`src/hw/rtl/rrts_pkg.sv`:
```
`timescale 1ns / 1ps

package rrts_pkg;

	// Default number of thread slots and the fixed idle slot.
	localparam int THREAD_SLOTS_DEF = 16;
	localparam int IDLE_SLOT        = 0;

	// Function codes of a request. Code 7 is unassigned and behaves as a query.
	typedef enum logic [2:0] {
		FN_PREPARE    = 3'd0,
		FN_ENQUEUE    = 3'd1,
		FN_YIELD      = 3'd2,
		FN_BLOCK      = 3'd3,
		FN_MARK_READY = 3'd4,
		FN_TICK       = 3'd5,
		FN_QUERY      = 3'd6
	} func_t;

	// Life cycle of a thread slot.
	typedef enum logic [2:0] {
		ST_UNUSED  = 3'd0,
		ST_NEW     = 3'd1,
		ST_READY   = 3'd2,
		ST_RUNNING = 3'd3,
		ST_BLOCKED = 3'd4
	} slot_state_t;

	// Status codes returned with every result.
	typedef enum logic [1:0] {
		RC_OK      = 2'd0,
		RC_INVALID = 2'd1,
		RC_STATE   = 2'd2
	} status_t;

	// One request.
	typedef struct packed {
		logic [2:0] func;
		logic [3:0] thread_slot;
	} req_t;

	// One result.
	typedef struct packed {
		logic [1:0]  status;
		logic [3:0]  current_thread;
		logic [4:0]  ready_total;
		logic [31:0] slot_switches;
		logic [31:0] slot_ticks;
		logic [31:0] total_switches;
		logic [31:0] total_ticks;
	} rsp_t;

	// One entry of the per-slot memory.
	typedef struct packed {
		slot_state_t state;
		logic [31:0] switches;
		logic [31:0] ticks;
	} entry_t;

	// Sequencer states.
	typedef enum logic [2:0] {
		FS_IDLE,
		FS_EXEC,
		FS_NEXT_WR,
		FS_FETCH,
		FS_REPORT
	} fsm_t;

	// Step decisions handed from the datapath to the sequencer.
	typedef struct packed {
		logic finish;
		logic to_next;
		logic to_fetch;
	} ctl_t;

endpackage

```
`src/hw/rtl/round_robin_thread_scheduler.sv`:
```
`timescale 1ns / 1ps
// Each request reads its slot entry and the ring head when it is accepted. Prepare, enqueue,
// mark ready and query then finish in the exec state, a read-modify-write of the slot memory.
// A yield or block that switches also writes the new thread's entry in the next-write state.
// A tick, yield or block that reports a slot other than the running thread then fetches and
// reports that entry. The result is registered as the sequencer returns to idle.
// Reset clears the sequencer, ring pointers, counters and slot valid bits; no clearing pass.

module round_robin_thread_scheduler
	import rrts_pkg::*;
#(
	parameter int THREAD_SLOTS = THREAD_SLOTS_DEF
) (
	input  logic clk,
	input  logic arst_n,
	input  logic req_valid,
	output logic req_stall,
	input  req_t req,
	output logic rsp_valid,
	input  logic rsp_stall,
	output rsp_t rsp
);

	localparam int SW = $clog2(THREAD_SLOTS);
	localparam int CW = $clog2(THREAD_SLOTS + 1);
	localparam logic [SW-1:0] IDLE_IDX = SW'(IDLE_SLOT);
	localparam logic [SW-1:0] LAST_IDX = SW'(THREAD_SLOTS - 1);
	localparam logic [CW-1:0] FULL_CNT = CW'(THREAD_SLOTS);

	// Memories: per-slot state and counters, and the ready ring.
	entry_t            entry_mem [THREAD_SLOTS];
	logic [SW-1:0]     ring_mem  [THREAD_SLOTS];
	logic [THREAD_SLOTS-1:0] valid_q;

	entry_t        rd_data_q;
	logic          rd_valid_q;
	logic          rd_idle_q;
	logic [SW-1:0] ring_rd_q;

	fsm_t          state_q, state_d;
	logic [SW-1:0] head_q, head_d, tail_q, tail_d;
	logic [CW-1:0] count_q, count_d;
	logic [SW-1:0] running_q, running_d;
	logic [31:0]   gsw_q, gsw_d, gtk_q, gtk_d;
	logic          rsp_valid_q;
	rsp_t          rsp_q, rsp_d;

	logic [2:0]    func_q;
	logic          in_range_q;
	logic [SW-1:0] sidx_q;
	status_t       status_q, status_d;

	logic [31:0]   slot_wide;
	logic          in_range_in;
	logic [SW-1:0] sidx_in;

	logic          go;
	ctl_t          ctl;
	logic          rd_en, ring_rd_en, wr_en, ring_wr_en;
	logic [SW-1:0] rd_addr, wr_addr, ring_wr_data;
	entry_t        wr_data, rd_entry;
	logic          pop, push;
	logic [SW-1:0] next_slot;
	logic [31:0]   rep_sw, rep_tk;
	logic [31:0]   run_wide, cnt_wide;

	// Decode the slot of an incoming request.
	assign slot_wide   = 32'(req.thread_slot);
	assign in_range_in = slot_wide < 32'(THREAD_SLOTS);
	assign sidx_in     = slot_wide[SW-1:0];

	// A step that may deliver a result waits while the output register is held.
	assign go        = !(rsp_valid_q && rsp_stall);
	assign req_stall = (state_q != FS_IDLE);
	assign rsp_valid = rsp_valid_q;
	assign rsp       = rsp_q;

	// An entry never written reads as its reset value.
	always_comb begin
		if (rd_valid_q) begin
			rd_entry = rd_data_q;
		end else begin
			rd_entry.state    = rd_idle_q ? ST_RUNNING : ST_UNUSED;
			rd_entry.switches = '0;
			rd_entry.ticks    = '0;
		end
	end

	// Next slot to run: the head of the ring, or the idle slot when it is empty.
	assign next_slot = (count_q != '0) ? ring_rd_q : IDLE_IDX;

	// Per-slot memory with registered read data.
	always_ff @(posedge clk) begin
		if (wr_en) begin
			entry_mem[wr_addr] <= wr_data;
		end
		if (rd_en) begin
			rd_data_q <= entry_mem[rd_addr];
		end
	end

	// Ready ring memory, written at the tail and read at the head.
	always_ff @(posedge clk) begin
		if (ring_wr_en) begin
			ring_mem[tail_q] <= ring_wr_data;
		end
		if (ring_rd_en) begin
			ring_rd_q <= ring_mem[head_q];
		end
	end

	// Valid bits of the per-slot memory, sampled alongside each read.
	always_ff @(posedge clk or negedge arst_n) begin
		if (!arst_n) begin
			valid_q    <= '0;
			rd_valid_q <= 1'b0;
			rd_idle_q  <= 1'b0;
		end else begin
			if (wr_en) begin
				valid_q[wr_addr] <= 1'b1;
			end
			if (rd_en) begin
				rd_valid_q <= valid_q[rd_addr];
				rd_idle_q  <= (rd_addr == IDLE_IDX);
			end
		end
	end

	// Sequencer next state.
	always_comb begin
		state_d = state_q;
		unique case (state_q)
			FS_IDLE: begin
				if (req_valid) begin
					state_d = FS_EXEC;
				end
			end
			FS_EXEC, FS_NEXT_WR: begin
				if (go) begin
					if (ctl.finish) begin
						state_d = FS_IDLE;
					end else if (ctl.to_next) begin
						state_d = FS_NEXT_WR;
					end else if (ctl.to_fetch) begin
						state_d = FS_FETCH;
					end
				end
			end
			FS_FETCH: begin
				if (go) begin
					state_d = FS_REPORT;
				end
			end
			FS_REPORT: begin
				if (go) begin
					state_d = FS_IDLE;
				end
			end
		endcase
	end

	// Datapath: memory accesses, ring pointers, counters and the result.
	always_comb begin
		ctl          = '0;
		rd_en        = 1'b0;
		rd_addr      = running_q;
		ring_rd_en   = 1'b0;
		wr_en        = 1'b0;
		wr_addr      = running_q;
		wr_data      = rd_entry;
		ring_wr_data = running_q;
		pop          = 1'b0;
		push         = 1'b0;
		running_d    = running_q;
		gsw_d        = gsw_q;
		gtk_d        = gtk_q;
		status_d     = status_q;
		rep_sw       = rd_entry.switches;
		rep_tk       = rd_entry.ticks;

		unique case (state_q)
			FS_IDLE: begin
				// Fetch the entry the request needs first, and the ring head.
				if (req_valid) begin
					rd_en      = 1'b1;
					ring_rd_en = 1'b1;
					case (func_t'(req.func)) inside
						FN_TICK, FN_YIELD, FN_BLOCK: rd_addr = running_q;
						default:                     rd_addr = sidx_in;
					endcase
				end
			end
			FS_EXEC: begin
				if (go) begin
					status_d = RC_OK;
					unique case (func_t'(func_q))
						FN_PREPARE: begin
							if (!in_range_q) begin
								status_d = RC_INVALID;
							end else if (sidx_q == IDLE_IDX || sidx_q == running_q ||
									rd_entry.state == ST_READY) begin
								status_d = RC_STATE;
							end else begin
								wr_en            = 1'b1;
								wr_addr          = sidx_q;
								wr_data.state    = ST_NEW;
								wr_data.switches = '0;
								wr_data.ticks    = '0;
							end
							rep_sw     = wr_data.switches;
							rep_tk     = wr_data.ticks;
							ctl.finish = 1'b1;
						end
						FN_ENQUEUE, FN_MARK_READY: begin
							if (!in_range_q || rd_entry.state == ST_UNUSED) begin
								status_d = RC_INVALID;
							end else if (func_t'(func_q) == FN_MARK_READY &&
									rd_entry.state != ST_BLOCKED) begin
								status_d = RC_STATE;
							end else if (rd_entry.state != ST_NEW &&
									rd_entry.state != ST_BLOCKED) begin
								status_d = RC_STATE;
							end else if (count_q == FULL_CNT) begin
								status_d = RC_STATE;
							end else begin
								wr_en         = 1'b1;
								wr_addr       = sidx_q;
								wr_data.state = ST_READY;
								push          = 1'b1;
								ring_wr_data  = sidx_q;
							end
							ctl.finish = 1'b1;
						end
						FN_TICK: begin
							gtk_d         = gtk_q + 32'd1;
							wr_en         = 1'b1;
							wr_addr       = running_q;
							wr_data.ticks = rd_entry.ticks + 32'd1;
							if (!in_range_q || sidx_q == running_q) begin
								rep_tk     = wr_data.ticks;
								ctl.finish = 1'b1;
							end else begin
								ctl.to_fetch = 1'b1;
							end
						end
						FN_YIELD, FN_BLOCK: begin
							if ((func_t'(func_q) == FN_BLOCK && running_q == IDLE_IDX) ||
									next_slot == running_q) begin
								// No switch: blocking the idle thread, or idle stays.
								if (func_t'(func_q) == FN_BLOCK) begin
									status_d = RC_STATE;
								end
								if (!in_range_q || sidx_q == running_q) begin
									ctl.finish = 1'b1;
								end else begin
									ctl.to_fetch = 1'b1;
								end
							end else begin
								// Retire the old thread and start reading the new one.
								pop              = (count_q != '0);
								wr_en            = 1'b1;
								wr_addr          = running_q;
								wr_data.switches = rd_entry.switches + 32'd1;
								if (func_t'(func_q) == FN_BLOCK) begin
									wr_data.state = ST_BLOCKED;
								end else if (running_q != IDLE_IDX) begin
									wr_data.state = ST_READY;
									push          = 1'b1;
									ring_wr_data  = running_q;
								end
								rd_en       = 1'b1;
								rd_addr     = next_slot;
								running_d   = next_slot;
								gsw_d       = gsw_q + 32'd1;
								ctl.to_next = 1'b1;
							end
						end
						default: begin
							status_d   = in_range_q ? RC_OK : RC_INVALID;
							ctl.finish = 1'b1;
						end
					endcase
				end
			end
			FS_NEXT_WR: begin
				// The new thread runs and counts a switch.
				if (go) begin
					wr_en            = 1'b1;
					wr_addr          = running_q;
					wr_data.state    = ST_RUNNING;
					wr_data.switches = rd_entry.switches + 32'd1;
					if (!in_range_q || sidx_q == running_q) begin
						rep_sw     = wr_data.switches;
						ctl.finish = 1'b1;
					end else begin
						ctl.to_fetch = 1'b1;
					end
				end
			end
			FS_FETCH: begin
				if (go) begin
					rd_en   = 1'b1;
					rd_addr = sidx_q;
				end
			end
			FS_REPORT: begin
				if (go) begin
					ctl.finish = 1'b1;
				end
			end
		endcase

		// Ring pointers and fill count.
		ring_wr_en = push;
		head_d     = head_q;
		tail_d     = tail_q;
		count_d    = count_q;
		if (pop) begin
			head_d = (head_q == LAST_IDX) ? '0 : head_q + 1'b1;
		end
		if (push) begin
			tail_d = (tail_q == LAST_IDX) ? '0 : tail_q + 1'b1;
		end
		case ({push, pop})
			2'b10:   count_d = count_q + 1'b1;
			2'b01:   count_d = count_q - 1'b1;
			default: count_d = count_q;
		endcase

		// Assemble the result from the state after this request.
		run_wide           = 32'(running_d);
		cnt_wide           = 32'(count_d);
		rsp_d.status         = status_d;
		rsp_d.current_thread = run_wide[3:0];
		rsp_d.ready_total    = cnt_wide[4:0];
		rsp_d.slot_switches  = in_range_q ? rep_sw : '0;
		rsp_d.slot_ticks     = in_range_q ? rep_tk : '0;
		rsp_d.total_switches = gsw_d;
		rsp_d.total_ticks    = gtk_d;
	end

	// Control registers.
	always_ff @(posedge clk or negedge arst_n) begin
		if (!arst_n) begin
			state_q     <= FS_IDLE;
			head_q      <= '0;
			tail_q      <= '0;
			count_q     <= '0;
			running_q   <= IDLE_IDX;
			gsw_q       <= '0;
			gtk_q       <= '0;
			rsp_valid_q <= 1'b0;
		end else begin
			state_q   <= state_d;
			head_q    <= head_d;
			tail_q    <= tail_d;
			count_q   <= count_d;
			running_q <= running_d;
			gsw_q     <= gsw_d;
			gtk_q     <= gtk_d;
			if (ctl.finish) begin
				rsp_valid_q <= 1'b1;
			end else if (!rsp_stall) begin
				rsp_valid_q <= 1'b0;
			end
		end
	end

	// Request fields, status and the result register.
	always_ff @(posedge clk) begin
		if (state_q == FS_IDLE && req_valid) begin
			func_q     <= req.func;
			in_range_q <= in_range_in;
			sidx_q     <= sidx_in;
		end
		status_q <= status_d;
		if (ctl.finish) begin
			rsp_q <= rsp_d;
		end
	end

endmodule
```
`config.mk`:
```
export PLATFORM = sky130hd
export DESIGN_NAME = round_robin_thread_scheduler
export DESIGN_NICKNAME = d
export VERILOG_FILES = /design/src/hw/rtl/rrts_pkg.sv /design/src/hw/rtl/round_robin_thread_scheduler.sv
export SDC_FILE = /design/constraint.sdc
export NUM_CORES = 2
export LEC_CHECK = 0
export BUFFER_PORTS_ARGS = -buffer_cell sky130_fd_sc_hd__buf_2
export CORE_UTILIZATION = 40
export DETAILED_ROUTE_END_ITERATION = 10
export GPL_TIMING_DRIVEN = 0
export HOLD_SLACK_MARGIN = 0.08
export MAX_ROUTING_LAYER = met4
export PLACE_DENSITY = 0.67
export SLEW_MARGIN = 5
export SYNTH_ARGS = -nofsm -noshare
export SYNTH_HDL_FRONTEND = slang
export SYNTH_SLANG_ARGS = --single-unit
```
`constraint.sdc`:
```
create_clock -name clk -period 6.1 [get_ports clk]
set_clock_uncertainty 0.2 [all_clocks]
set_input_delay 0.305 -clock clk [delete_from_list [all_inputs] [get_ports clk]]
set_output_delay 0.305 -clock clk [all_outputs]
set_load 0.01 [all_outputs]
```
==> qor.txt <==
outcome: finished with violations
failing checks: negative setup slack
I/O Pins: 152
Pleak: 25.0 nW
slew at the pin with the worst max-slew slack: 1.40 ns
grt total ovfl: 0
Synthesis Warnings: 0
crit-path max cell delay: 0.79 ns
Final Hold Vio Count: 0
Synth-to-Final Area Change: 16.1%
Seq/Total Area, Yosys: 70.8%
Post-Layout Cell Count: 7,438
mapped cell area: 61,100 um^2
CTS Buf Count: 148
syn_nets: 4,910
GRT Util Overall: 25.1%
DRT Pass-1 Iters: 9
gpl congestion: 0.949
vias in the first global route: 41,192
Final Max Tran Viols: 0
share of cells above drive strength 1: 12.4%
endpoint type of the worst setup path: flip-flop
CP most frequent cell: clkbuf_1
vias post-DR: 43,467
H-tree depth: 4
Post-synth EDFFs: 1,353
final WL: 190,000 um
Seq pwr share: 33.2%
die height: 393 um
register area: 43,300 um^2
Achievable Freq: 161 MHz
Max-cap violations: 0
hpwl dp: 131,000 um
final setup vio count: 32
fin nets: 5,310
first-pass GRT wire length: 276,000 um
Clk Latency, worst-skew pair: 0.82 ns
Slew HR: 6.78%
type of origin of the critical path: flip-flop
Mapped Cells: 4,887
multi-input logic area: 16,700 um^2
CTS tree: yes
power per cell area: 632 nW/um^2
fin crit share: 102%
Final ANT Viol Nets: 0
Comb power frac: 47.1%
die area: 154,000 um^2
Root Buffer: clkbuf_16
# fillers: 13,289
Num Clock Sinks: 1,458
crit path DAT: 6.33 ns
internal power: 24.6 mW
post-layout minimum cycle time: 6.19 ns
largest net degree at the start of global routing: 78
CP max stage cell: nor2_1
power consumption: 44.8 mW
vias per cell: 5.84
net load switching power: 20.3 mW
core area: 152,000 um^2
Async S/R FF share, synth: 7.06%
CP max FO: 16
Starting Density: 40.2%
port buffer count: 151
crit path kind: flip-flop to flip-flop
WL per Instance: 25.6 um
clock-pin slew on the worst setup and hold paths: 0.06 ns
maximum VDD drop: 0.395 mV
CTS Buffer Depth: 3
Synth Flop Type: edfxtp_1
Synth cell types: 90
CP required: 6.24 ns
critical-path cell list: clkbuf_1 > nor3b_4 > nand2_2 > nor2_1 > inv_1 > nor2_1 > and2_1 > clkbuf_1 > clkbuf_1 > o22ai_1
Fin Hold WS: 0.196 ns
synthesized area per cell: 12.5 um^2
Switching Fraction: 45.2%
final worst slack: -0.0949 ns
die width: 393 um
unrepaired setup endpoints after global routing: false
initial antenna violation count: 13
power share of the clock group: 19.7%
register bit count reported by yosys: 1,458
# DRC: 0
# placed instances: 7,143
FP Rows: 143
TNS Setup: -2.25 ns
worst min path class: primary input to flip-flop
Iteration-0 DRC Markers: 6,233
-- final timing paths --
path                       depth (start not counted)       start  slack [ns]           endpoint
setup / recovery                                  10  state_q[2]       -0.09  entry_mem[15][20]
hold reg to reg                                    1   gtk_q[31]        0.26          gtk_q[31]
setup reg to reg                                  10  state_q[2]       -0.09  entry_mem[15][20]
max in group asynchronous                          4      arst_n        4.89          gtk_q[22]
hold / removal                                     2      req[5]        0.20          func_q[1]
min in group asynchronous                          4      arst_n        0.37          head_q[0]
-- worst max-delay path: cells and delay by family (launching register included) --
family                 cells  cell delay (ns)
DFF                        1             0.36
AOI/OAI and AO/OA          1             0.62
and+or+nand+nor            5             2.90
buffers and inverters      4             1.64
-- per-layer routing --
metal  track usage [%]  vias up  share of wire (%)
met5                 -        -                  0
met4              10.7        0                4.1
met3              6.22      470                 11
met2              37.7     2610                 45
met1              32.4    21495                 39
li1                  -    18892                  -
-- state kept, by name, indices dropped and copies added, names as in the netlist, 3 cells and up --
register	flops
ring_rd_q	4
gsw_q	32
func_q	3
ring_mem	64
running_q	4
state_q	3
count_q	5
head_q	4
entry_mem	1072
sidx_q	4
rsp	139
tail_q	4
rd_data_q	67
valid_q	16
gtk_q	32
-- area by class of cell --
type	instances	share of cell area (%)
clock inverters	70	0.967
flip-flops and latches	1458	61.0
well taps	2030	3.58
diodes	9	0.0318
multi-input cells	3102	23.6
inverters	21	0.111
plain buffers	306	1.98
clock buffers	192	5.56
repair buffers	250	3.22
-- layout by cell type, fill, tap and decap left out, types with 13 or more instances in the layout --
| cell type | count |
|---|---|
| a31oi_1 | 74 |
| buf_1 | 17 |
| nand2_1 | 1282 |
| mux2i_1 | 17 |
| clkbuf_16 | 151 |
| nand4_1 | 33 |
| nor2_4 | 16 |
| xor2_1 | 41 |
| dlygate4sd3_1 | 17 |
| buf_2 | 262 |
| a21oi_1 | 62 |
| nor2_1 | 137 |
| inv_1 | 18 |
| o22ai_1 | 57 |
| a311oi_1 | 134 |
| a22oi_1 | 13 |
| nor3_1 | 21 |
| xnor2_1 | 73 |
| and3_1 | 102 |
| clkbuf_1 | 200 |
| clkinv_2 | 15 |
| and2_1 | 42 |
| o21ai_1 | 21 |
| buf_4 | 27 |
| clkinv_1 | 30 |
| o21bai_1 | 17 |
| o21ai_0 | 90 |
| edfxtp_1 | 1353 |
| mux4_2 | 20 |
| dfrtp_1 | 102 |
| nand3_1 | 602 |
| nor2b_1 | 13 |
| buf_12 | 45 |
-- power by group through the flow --
| stage | registers, mW | logic (mW) | clock network [mW] |
|---|---|---|---|
| final | 14.9 | 21.1 | 8.82 |
| after global routing | 15.0 | 22.4 | 9.26 |
| after CTS | 14.9 | 20.5 | 8.89 |
| after detailed placement | 15.1 | 20.3 | 0 |
| after global placement | 15.3 | 19.4 | 0 |
| after floorplan | 15.1 | 11.4 | 0 |
-- cell families (layout without fill, tap and decap cells) --
| family | after synthesis | in the layout | share of synthesized area [%] |
|---|---|---|---|
| simple gates | 2347 | 2347 | 17.1 |
| compound gates | 584 | 584 | 6.66 |
| xor+xnor | 114 | 114 | 1.64 |
| mux | 45 | 45 | 1.16 |
| other cells | 0 | 9 | 0 |
| flops | 1458 | 1458 | 70.8 |
| buf+inv | 327 | 839 | 2.31 |
| fa+ha+maj | 12 | 12 | 0.246 |
-- per-stage QoR --
stage	worst slack, ns	util [%]	area (um^2)
after floorplan	0.0785	-	61100
after global placement	-4.77	42.4	64300
after detailed placement	-4.83	43.4	65800
after CTS	0.0356	46.7	70800
after global routing	0.0124	46.7	70900
final	-0.0949	46.7	70900
-- cells in the mapped netlist (73+ instances only) --
| cell type | number | area, um^2 |
|---|---|---|
| dfrtp_1 | 103 | 2580 |
| buf_2 | 114 | 571 |
| o21ai_0 | 109 | 546 |
| clkbuf_1 | 165 | 619 |
| a31oi_1 | 75 | 469 |
| nand3_1 | 602 | 3010 |
| and3_1 | 102 | 638 |
| xnor2_1 | 73 | 639 |
| a311oi_1 | 134 | 1170 |
| nand2_1 | 1282 | 4810 |
| edfxtp_1 | 1353 | 40600 |
| nor2_1 | 154 | 578 |
-- repair_timing --
action                                  in CTS  in global routing
gates resized for setup                     40                  7
buffers inserted                             1                  2
endpoints found under the setup margin    1027                 68
hold buffers                                18                  0
endpoints found under the hold margin      112                  0
Note: power is estimated with default switching activity, not from simulation.
